File: src/rtl/core/vcf_pkg.sv
// Shared types, constants and the CRC-16/MODBUS byte update for the velocity command framer.
package vcf_pkg;

  localparam int unsigned VCF_QUEUE_DEPTH = 2;

  localparam int unsigned FRAME_LEN = 15;
  localparam int unsigned POS_W     = $clog2(FRAME_LEN);

  localparam logic [7:0]  SYNC_A_BYTE    = 8'hAA;
  localparam logic [7:0]  SYNC_B_BYTE    = 8'h55;
  localparam logic [7:0]  END_MARK_BYTE  = 8'hDD;
  localparam logic [7:0]  PAD_BYTE       = 8'h00;
  localparam logic [7:0]  DEV_ADDR_RESET = 8'h60;
  localparam logic [15:0] CRC_INIT       = 16'hFFFF;
  localparam logic [15:0] CRC_POLY       = 16'hA001;

  localparam logic [POS_W-1:0] POS_SYNC_A = POS_W'(0);
  localparam logic [POS_W-1:0] POS_SYNC_B = POS_W'(1);
  localparam logic [POS_W-1:0] POS_ADDR   = POS_W'(2);
  localparam logic [POS_W-1:0] POS_LIN_HI = POS_W'(3);
  localparam logic [POS_W-1:0] POS_LIN_LO = POS_W'(4);
  localparam logic [POS_W-1:0] POS_ANG_HI = POS_W'(5);
  localparam logic [POS_W-1:0] POS_ANG_LO = POS_W'(6);
  localparam logic [POS_W-1:0] POS_CRC_HI = POS_W'(7);
  localparam logic [POS_W-1:0] POS_CRC_LO = POS_W'(8);
  localparam logic [POS_W-1:0] POS_END    = POS_W'(9);
  localparam logic [POS_W-1:0] POS_LAST   = POS_W'(FRAME_LEN - 1);

  typedef struct packed {
    logic signed [15:0] linear_speed;
    logic signed [15:0] angular_speed;
  } vcf_cmd_t;

  function automatic logic [15:0] crc16_byte(input logic [15:0] crc_in, input logic [7:0] data);
    logic [15:0] crc;
    crc = crc_in ^ {8'h00, data};
    for (int b = 0; b < 8; b++) begin
      if (crc[0]) begin
        crc = (crc >> 1) ^ CRC_POLY;
      end else begin
        crc = crc >> 1;
      end
    end
    return crc;
  endfunction

endpackage

File: src/rtl/core/velocity_command_framer_crc16.sv
// Top level of the velocity command framer: address register, command queue and frame generator.
//
// Each request carries a signed linear and angular speed and is pushed on the in_ side
// while in_full is low. For every request the block emits a 15-byte command frame:
// 0xAA, 0x55, the device address, both speeds big-endian, the CRC-16/MODBUS of those
// seven bytes high byte first, the end marker 0xDD and five zero pad bytes. One byte
// is offered per result on the out_ side while out_empty is low; out_last_byte marks
// the fifteenth byte of a frame.
// A request is first registered in the queue; the first byte of its frame then goes through
// the output register. The frame generator produces one byte per cycle while the receiver
// keeps up, and frames follow each other without gaps. The command queue holds the frame being sent plus
// one more request, so the next request is accepted while the current frame is out.
// When the receiver stalls, the output register holds its byte, generation pauses and
// in_full rises once the queue fills. The cfg_ write channel is always ready and sets
// the device address used by every address byte produced after the write.
// Reset is synchronous: the queue and output are emptied and the address returns to 0x60.
module velocity_command_framer_crc16
  import vcf_pkg::*;
#(
  parameter int unsigned QUEUE_DEPTH = VCF_QUEUE_DEPTH
) (
  input  logic               clk,
  input  logic               rst_n,
  input  logic               in_push,
  output logic               in_full,
  input  logic signed [15:0] in_linear_speed,
  input  logic signed [15:0] in_angular_speed,
  output logic               out_empty,
  input  logic               out_pop,
  output logic [7:0]         out_frame_byte,
  output logic               out_last_byte,
  input  logic               cfg_valid,
  output logic               cfg_ready,
  input  logic [7:0]         cfg_device_address
);

  logic [7:0] dev_addr_r;
  vcf_cmd_t   push_cmd;
  vcf_cmd_t   head_cmd;
  logic       head_valid;
  logic       head_take;

  assign cfg_ready = 1'b1;

  always_ff @(posedge clk) begin
    if (!rst_n) begin
      dev_addr_r <= DEV_ADDR_RESET;
    end else if (cfg_valid && cfg_ready) begin
      dev_addr_r <= cfg_device_address;
    end
  end

  assign push_cmd.linear_speed  = in_linear_speed;
  assign push_cmd.angular_speed = in_angular_speed;

  vcf_cmd_queue #(
    .DEPTH (QUEUE_DEPTH)
  ) u_cmd_queue (
    .clk        (clk),
    .rst_n      (rst_n),
    .push       (in_push),
    .full       (in_full),
    .push_cmd   (push_cmd),
    .head_valid (head_valid),
    .head_cmd   (head_cmd),
    .head_take  (head_take)
  );

  vcf_frame_gen u_frame_gen (
    .clk            (clk),
    .rst_n          (rst_n),
    .device_address (dev_addr_r),
    .head_valid     (head_valid),
    .head_cmd       (head_cmd),
    .head_take      (head_take),
    .out_empty      (out_empty),
    .out_pop        (out_pop),
    .out_frame_byte (out_frame_byte),
    .out_last_byte  (out_last_byte)
  );

endmodule

File: src/rtl/core/vcf_cmd_queue.sv
// Front end: accepts speed commands and holds them in a short queue for the framer.
module vcf_cmd_queue
  import vcf_pkg::*;
#(
  parameter int unsigned DEPTH = VCF_QUEUE_DEPTH
) (
  input  logic     clk,
  input  logic     rst_n,
  input  logic     push,
  output logic     full,
  input  vcf_cmd_t push_cmd,
  output logic     head_valid,
  output vcf_cmd_t head_cmd,
  input  logic     head_take
);

  localparam int unsigned PTR_W = (DEPTH > 1) ? $clog2(DEPTH) : 1;
  localparam int unsigned CNT_W = $clog2(DEPTH + 1);

  vcf_cmd_t entry_r [DEPTH];
  logic [PTR_W-1:0] wr_ptr_r, wr_ptr_nxt;
  logic [PTR_W-1:0] rd_ptr_r, rd_ptr_nxt;
  logic [CNT_W-1:0] count_r, count_nxt;
  logic do_push, do_take;

  assign full       = (count_r == CNT_W'(DEPTH));
  assign head_valid = (count_r != '0);
  assign head_cmd   = entry_r[rd_ptr_r];
  assign do_push    = push && !full;
  assign do_take    = head_take && head_valid;

  always_comb begin
    wr_ptr_nxt = wr_ptr_r;
    rd_ptr_nxt = rd_ptr_r;
    count_nxt  = count_r;
    if (do_push) begin
      wr_ptr_nxt = (wr_ptr_r == PTR_W'(DEPTH - 1)) ? '0 : wr_ptr_r + PTR_W'(1);
    end
    if (do_take) begin
      rd_ptr_nxt = (rd_ptr_r == PTR_W'(DEPTH - 1)) ? '0 : rd_ptr_r + PTR_W'(1);
    end
    if (do_push && !do_take) begin
      count_nxt = count_r + CNT_W'(1);
    end else if (do_take && !do_push) begin
      count_nxt = count_r - CNT_W'(1);
    end
  end

  always_ff @(posedge clk) begin
    if (!rst_n) begin
      wr_ptr_r <= '0;
      rd_ptr_r <= '0;
      count_r  <= '0;
    end else begin
      wr_ptr_r <= wr_ptr_nxt;
      rd_ptr_r <= rd_ptr_nxt;
      count_r  <= count_nxt;
    end
  end

  always_ff @(posedge clk) begin
    if (do_push) begin
      entry_r[wr_ptr_r] <= push_cmd;
    end
  end

endmodule

File: src/rtl/core/vcf_frame_gen.sv
// Back end: walks the queued command through the 15 frame bytes and updates the CRC.
module vcf_frame_gen
  import vcf_pkg::*;
(
  input  logic       clk,
  input  logic       rst_n,
  input  logic [7:0] device_address,
  input  logic       head_valid,
  input  vcf_cmd_t   head_cmd,
  output logic       head_take,
  output logic       out_empty,
  input  logic       out_pop,
  output logic [7:0] out_frame_byte,
  output logic       out_last_byte
);

  logic [POS_W-1:0] pos_r, pos_nxt;
  logic [15:0]      crc_r, crc_nxt;
  logic             out_valid_r, out_valid_nxt;
  logic [7:0]       out_byte_r;
  logic             out_last_r;
  logic [7:0]       cur_byte;
  logic             emit;
  logic             at_last;

  assign emit      = head_valid && (!out_valid_r || out_pop);
  assign at_last   = (pos_r == POS_LAST);
  assign head_take = emit && at_last;

  always_comb begin
    unique case (pos_r)
      POS_SYNC_A: cur_byte = SYNC_A_BYTE;
      POS_SYNC_B: cur_byte = SYNC_B_BYTE;
      POS_ADDR:   cur_byte = device_address;
      POS_LIN_HI: cur_byte = head_cmd.linear_speed[15:8];
      POS_LIN_LO: cur_byte = head_cmd.linear_speed[7:0];
      POS_ANG_HI: cur_byte = head_cmd.angular_speed[15:8];
      POS_ANG_LO: cur_byte = head_cmd.angular_speed[7:0];
      POS_CRC_HI: cur_byte = crc_r[15:8];
      POS_CRC_LO: cur_byte = crc_r[7:0];
      POS_END:    cur_byte = END_MARK_BYTE;
      default:    cur_byte = PAD_BYTE;
    endcase
  end

  always_comb begin
    pos_nxt       = pos_r;
    crc_nxt       = crc_r;
    out_valid_nxt = out_valid_r;
    if (out_pop && out_valid_r) begin
      out_valid_nxt = 1'b0;
    end
    if (emit) begin
      out_valid_nxt = 1'b1;
      if (at_last) begin
        pos_nxt = '0;
        crc_nxt = CRC_INIT;
      end else begin
        pos_nxt = pos_r + POS_W'(1);
        if (pos_r < POS_CRC_HI) begin
          crc_nxt = crc16_byte(crc_r, cur_byte);
        end
      end
    end
  end

  always_ff @(posedge clk) begin
    if (!rst_n) begin
      pos_r       <= '0;
      crc_r       <= CRC_INIT;
      out_valid_r <= 1'b0;
    end else begin
      pos_r       <= pos_nxt;
      crc_r       <= crc_nxt;
      out_valid_r <= out_valid_nxt;
    end
  end

  always_ff @(posedge clk) begin
    if (emit) begin
      out_byte_r <= cur_byte;
      out_last_r <= at_last;
    end
  end

  assign out_empty      = !out_valid_r;
  assign out_frame_byte = out_byte_r;
  assign out_last_byte  = out_last_r;

  a_pos_in_range: assert property (@(posedge clk) disable iff (!rst_n)
    pos_r <= POS_LAST)
    else $error("Frame position ran past the last byte.");

  a_pos_holds: assert property (@(posedge clk) disable iff (!rst_n)
    !emit |=> $stable(pos_r))
    else $error("Frame position moved without a byte being produced.");

  a_last_is_pad: assert property (@(posedge clk) disable iff (!rst_n)
    (emit && at_last) |=> (out_last_r && out_byte_r == PAD_BYTE && pos_r == POS_SYNC_A))
    else $error("Frame did not close with a flagged pad byte.");

  a_end_mark: assert property (@(posedge clk) disable iff (!rst_n)
    (emit && pos_r == POS_END) |=> (out_byte_r == END_MARK_BYTE && !out_last_r))
    else $error("End marker missing at its frame position.");

  a_crc_seed: assert property (@(posedge clk) disable iff (!rst_n)
    (pos_r == POS_SYNC_A) |-> (crc_r == CRC_INIT))
    else $error("CRC not seeded at the start of a frame.");

endmodule

File: config.mk
export PLATFORM = sky130hd
export DESIGN_NAME = velocity_command_framer_crc16
export DESIGN_NICKNAME = d
export VERILOG_FILES = /design/src/rtl/core/vcf_pkg.sv /design/src/rtl/core/velocity_command_framer_crc16.sv /design/src/rtl/core/vcf_cmd_queue.sv /design/src/rtl/core/vcf_frame_gen.sv
export SDC_FILE = /design/constraint.sdc
export NUM_CORES = 1
export LEC_CHECK = 0
export ABC_AREA = 0
export BUFFER_PORTS_ARGS = -buffer_cell sky130_fd_sc_hd__buf_2
export CORE_UTILIZATION = 45
export DETAILED_ROUTE_END_ITERATION = 12
export GPL_ROUTABILITY_DRIVEN = 0
export PLACE_DENSITY_LB_ADDON = 0.05
export SYNTH_ARGS = -nofsm -noshare
export SYNTH_HDL_FRONTEND = slang
export SYNTH_HIERARCHICAL = 1
export SYNTH_SLANG_ARGS = --single-unit
File: constraint.sdc
create_clock -name clk -period 5.6 [get_ports clk]
set_clock_uncertainty 0.15 [all_clocks]
set_input_delay 0.56 -clock clk [delete_from_list [all_inputs] [get_ports clk]]
set_output_delay 0.56 -clock clk [all_outputs]
set_load 0.02 [all_outputs]
Word-level counts from Yosys, hierarchy flattened
Memories as Yosys holds them, arrays and structs flattened. A register that Yosys moved wholly into a read port is not among the register bits.
Index checks and enable logic that the tools add are counted.
{"block": "totals", "rom_bits": 0, "out_inout_bits": 12, "latch_bits": 0, "word_cells": 97, "n_memories": 1, "ff_bits": 42, "in_bits": 45, "mem_bits_rw": 64}
{"memory": "u_cmd_queue.entry_r", "words": 2, "word_bits": 32, "rd": 1, "rd_ports_with_merged_regs": 1, "write_ports": 1, "line": "vcf_cmd_queue.sv:20", "source": "vcf_cmd_t entry_r [DEPTH];"}
{"block": "classes", "n_shift": 0, "eq_ne": 11, "mux": 43, "n_addsub": 5, "div": 0, "n_lt_le_gt_ge": 1, "bitwise": 9, "multipliers": 0, "reduce_logical": 18}
{"operator": "two-way mux 16 bit", "n": 31}
{"operator": "one-hot mux 8 bit (10 select lines)", "n": 1}
{"operator": "inverter 2 -> 3 bit", "n": 8}
{"operator": "equality test 4 x 3 -> 1 bit (second input constant)", "n": 4}
{"operator": "bitwise XOR 16 x 8 -> 16 bit", "n": 1}
{"operator": "equality test 4 bit (second input constant)", "n": 3}
{"operator": "equality test 4 x 2 -> 1 bit (second input constant)", "n": 2}
{"operator": "two-way mux 1 bit", "n": 8}
{"operator": "nonzero test 2 bit", "n": 4}
{"operator": "logical AND 1 bit", "n": 7}
{"operator": "adder 4 x 1 -> 4 bit (second input constant)", "n": 1}
{"operator": "equality test 4 x 1 -> 1 bit (second input constant)", "n": 1}
{"operator": "logical NOT 1 bit", "n": 4}
{"operator": "logical NOT 4 bit", "n": 1}
{"operator": "< comparator 4 x 3 -> 1 bit (second input constant)", "n": 1}
{"operator": "two-way mux 2 bit", "n": 2}
{"operator": "two-way mux 4 bit", "n": 1}
{"operator": "adder 1 bit (second input constant)", "n": 2}
{"operator": "adder 2 x 1 -> 2 bit (second input constant)", "n": 1}
{"operator": "equality test 2 bit (second input constant)", "n": 1}
{"operator": "AND reduction 2 bit", "n": 1}
{"operator": "subtractor 2 x 1 -> 2 bit (second input constant)", "n": 1}
{"operator": "logical OR 1 bit", "n": 1}

Longest topological paths before layout
{"block": "logic_depth", "depth_word": 42, "depth_mapped": 13, "ltp_nobuf": 10}

Cells and area by module
Netlist, hierarchy kept.
{"mod": "vcf_cmd_queue", "cells_each": 125, "instances": 1, "seq_area_each_um2": 2021.9, "area_per_inst_um2": 2538.7}
{"mod": "vcf_frame_gen", "cells_each": 239, "instances": 1, "seq_area_each_um2": 690.7, "area_per_inst_um2": 2105.8}
{"mod": "velocity_command_framer_crc16", "cells_each": 27, "instances": 1, "seq_area_each_um2": 160.2, "area_per_inst_um2": 307.8}

Worst setup path before layout
Ideal clock, no wire load.
{"block": "synth_timing", "path_kind": "register -> register", "start": "reg with a tool-made name", "end": "reg u_frame_gen.crc_r[0]", "n_path_buf": 2, "synth_period_minus_slack_ns": 3.341, "arrival_time_ns": 3.116, "setup_slack_ns": 2.259, "stages_incl_launch_ff": 11, "required_ns": 5.376, "setup_ns": 0.074, "cell_sequence": "dfxtp_1 -> buf_2 -> buf_2 -> mux2_2 -> mux2_2 -> a2111oi_2 -> mux2_2 -> xor3_1 -> xnor3_2 -> xnor3_1 -> a31oi_1"}
{"element": "end signal, assigned", "line": "vcf_frame_gen.sv:74", "source": "crc_r <= crc_nxt;"}
{"element": "end, declared", "line": "vcf_frame_gen.sv:18", "source": "logic [15:0] crc_r, crc_nxt;"}

==> results.sh <==
export IMPL_outcome="finished clean"
export IMPL_holdCritPathClass="input port to flip-flop"
export IMPL_detail_route_wl_per_cell_um=17.7
export IMPL_slew_headroom=0.193
export IMPL_start_util=0.471
export IMPL_combPwrFrac=0.316
export IMPL_worst_pin_slew_ns=1.21
export IMPL_power_share_clock=0.230
export IMPL_cp_start_kind="flip-flop"
export IMPL_core_area_um2=10500
export IMPL_clock_fmax_mhz=257
export IMPL_ys_seq_area_frac=0.580
export IMPL_endpoint_kind="flip-flop"
export IMPL_die_y_um=107
export IMPL_synth_nets=437
export IMPL_drtPass1Iterations=4
export IMPL_synth_top_cell_by_area="edfxtp_1"
export IMPL_diodes=0
export IMPL_cts_buffers_inserted=9
export IMPL_cts_max_path_buffers=2
export IMPL_wl_um=10300
export IMPL_power_total_mw=2.27
export IMPL_cpPeakStageDelay_ns=0.58
export IMPL_dieWidth_um=107
export IMPL_clock_latency_ns=0.37
export IMPL_yosys_register_bits=107
export IMPL_vias=3112
export IMPL_h_tree_depth=3
export IMPL_cp_required_ns=5.74
export IMPL_cts_setup_buffers=0
export IMPL_power_internal_mw=1.56
export IMPL_synth_top_cell_area_share=0.443
export IMPL_grt_overflow=0
export IMPL_synthDistinctLibCells=67
export IMPL_cp_arrival_ns=4.04
export IMPL_syn_cell_area_um2=4950
export IMPL_vias_per_cell=5.35
export IMPL_pin_count=57
export IMPL_crit_chain="buf_4 -> mux2_2 -> mux2_2 -> a2111oi_2 -> mux2_2 -> xor3_1 -> xnor3_2 -> xnor3_1 -> a31oi_1"
export IMPL_synth_area_leaders="edfxtp_1 44%, dfxtp_1 14%, mux2_2 7.3%, mux2i_1 3.2%, nand2_1 3.0%"
export IMPL_synth_compound_area_share=0.0743
export IMPL_path_max_fanout=23
export IMPL_max_cap_viol_count=0
export IMPL_first_global_vias=3108
export IMPL_grt_max_degree=34
export IMPL_crit_slowest_cell="dfxtp_1"
export IMPL_placementRows=37
export IMPL_route_detailed_drc=0
export IMPL_clkSinkCount=107
export IMPL_antenna_left=0
export IMPL_synth_edff_count=73
export IMPL_antenna_found_initial=0
export IMPL_dp_hpwl_um=7320
export IMPL_clock_root_buffer="clkbuf_8"
export IMPL_synth_mux_area_frac=0.123
export IMPL_drt_iter0_drc=164
export IMPL_post_cts_resize_count=0
export IMPL_syn_mean_instance_area_um2=12.7
export IMPL_final_min_clock_period_ns=3.90
export IMPL_powerDensity_nw_per_um2=411
export IMPL_fin_util=0.526
export IMPL_synthArstFlopShare=0
export IMPL_synthAdderAreaFrac=0.00253
export IMPL_path_class="flip-flop to flip-flop"
export IMPL_holdBufCountCts=0
export IMPL_yosysWarnings=6
export IMPL_tns_ns=0
export IMPL_grt_pass1_wl_um=16600
export IMPL_synth_xor_area_frac=0.0493
export IMPL_reg2reg_slack_ns=1.70
export IMPL_hold_viol_final=0
export IMPL_final_net_count=487
export IMPL_p_sw_mw=0.708
export IMPL_clk_pin_slew_ns=0.10
export IMPL_track_usage=0.196
export IMPL_drive_above_1_share=0.280
export IMPL_finalSetupViolCount=0
export IMPL_tritoncts="done"
export IMPL_synth_flop_cell="edfxtp_1"
export IMPL_ir_worst_vdd_mv=0.207
export IMPL_grt_setup_unrepaired="false"
export IMPL_synthSimpleGateAreaFrac=0.132
export IMPL_syn2layout_area_growth_pct=11.5
export IMPL_pwr_share_seq=0.454
export IMPL_finalMaxSlewViolations=0
export IMPL_swShare=0.312
export IMPL_die_area_um2=11400
export IMPL_min_period_over_period=0.696
export IMPL_synth_top_family_by_area="simple AND/OR/NAND/NOR gates"
export IMPL_leakagePower_nw=2.04
export IMPL_critPathMostFrequentCell="mux2_2"
export IMPL_port_buffers=55
export IMPL_syn_inst=391
[sequential cells by signal (all words and copies together) (netlist names), 2 cells and up, named ones only]
register                    flops
u_cmd_queue/entry_r            64
u_frame_gen/crc_r              16
dev_addr_r                      8
u_frame_gen/out_frame_byte      8
u_frame_gen/pos_r               4
u_cmd_queue/count_r             2
[final timing paths]
check	from	to	cells past startpoint
setup / recovery	flip-flop	u_frame_gen/crc_r[0]	9
hold / removal	in_linear_speed[15]	u_cmd_queue/entry_r[0][31]	1
setup reg to reg	flip-flop	u_frame_gen/crc_r[0]	9
hold reg to reg	dev_addr_r[6]	dev_addr_r[6]	2
[layout by cell type, fill, tap and decap left out, drive strengths merged, types with 2 or more instances in the layout]
cell	n
bufinv	2
mux2	38
and2	5
nand3	11
xnor2	9
a21boi	3
nor2	17
and3b	2
or3	3
o2111ai	2
buf	61
a2111oi	2
nand4	2
nor2b	9
or2	2
nor3	8
a21oi	13
and2b	2
clkinv	2
clkbuf	9
inv	12
o22ai	11
o21ai	10
xnor3	2
nand2	40
xor2	10
dfxtp	34
edfxtp	73
and3	3
nand2b	8
mux2i	16
o221ai	2
[power by group through the flow]
| stage | combinational [mW] | sequential [mW] | clock [mW] |
|---|---|---|---|
| global placement | 0.716 | 1.05 | 0 |
| global route | 0.785 | 1.05 | 0.565 |
| CTS | 0.720 | 1.03 | 0.535 |
| detailed placement | 0.718 | 1.05 | 0 |
| floorplan | 0.574 | 1.04 | 0 |
| finish | 0.718 | 1.03 | 0.522 |
[critical path: cells and delay by family, from the launching register on]
kind,cells,cell delay (ns)
XOR/XNOR,3,1.01
multiplexers,3,1.06
AO/OA/AOI/OAI,2,0.61
flip-flops,1,0.58
buffers and inverters,1,0.39
[metal layers]
layer	global-route usage	wire length, µm	vias up
met5	0	0	-
met4	0.0734	199	0
met3	0.0456	612	15
met2	0.306	4840	91
met1	0.267	4650	1485
li1	-	-	1521
[cells in the mapped netlist (all sizes together) (2+ instances only)]
| cell type | n |
|---|---|
| and2b | 2 |
| o221ai | 2 |
| dfxtp | 34 |
| a2111oi | 2 |
| nor2b | 9 |
| and3b | 2 |
| nand2b | 8 |
| mux2 | 38 |
| edfxtp | 73 |
| nand3 | 11 |
| or3 | 3 |
| o2111ai | 2 |
| nand2 | 40 |
| xnor2 | 9 |
| a21boi | 3 |
| and3 | 3 |
| mux2i | 16 |
| a21oi | 13 |
| nor2 | 17 |
| and2 | 5 |
| o22ai | 11 |
| nand4 | 2 |
| or2 | 2 |
| inv | 10 |
| nor3 | 8 |
| xnor3 | 2 |
| clkbuf | 6 |
| buf | 16 |
| o21ai | 10 |
| xor2 | 10 |
[logic make-up (layout without fill, tap and decap cells)]
family                   Yosys count  count (layout)
multiplexers                      55              55
XOR/XNOR                          22              22
AND/OR/NAND/NOR                  122             122
flip-flops                       107             107
other                              1               1
AO/OA/AOI/OAI                     51              51
buffers and inverters             32              87
adder cells (fa/ha/maj)            1               1
[cell type report]
type / instances / area, µm²
Clock inverter: 7 / 98.8
Inverter: 10 / 37.5
Tap cell: 136 / 170
Multi-Input combinational cell: 252 / 1900
Fill cell: 931 / 4980
Sequential cell: 107 / 2870
Clock buffer: 9 / 124
Timing Repair Buffer: 61 / 320
[through the flow]
step / area [µm²] / hold slack (ns) / worst slack (ns) / instances
global placement: 5300 / 0.316 / 1.80 / 566
CTS: 5520 / 0.206 / 1.67 / 582
floorplan: 4950 / 0.286 / 2.26 / 391
detailed placement: 5300 / 0.318 / 1.69 / 566
global route: 5520 / 0.197 / 1.49 / 582
finish: 5520 / 0.226 / 1.70 / 582
Power figures use the tool's default switching activity.
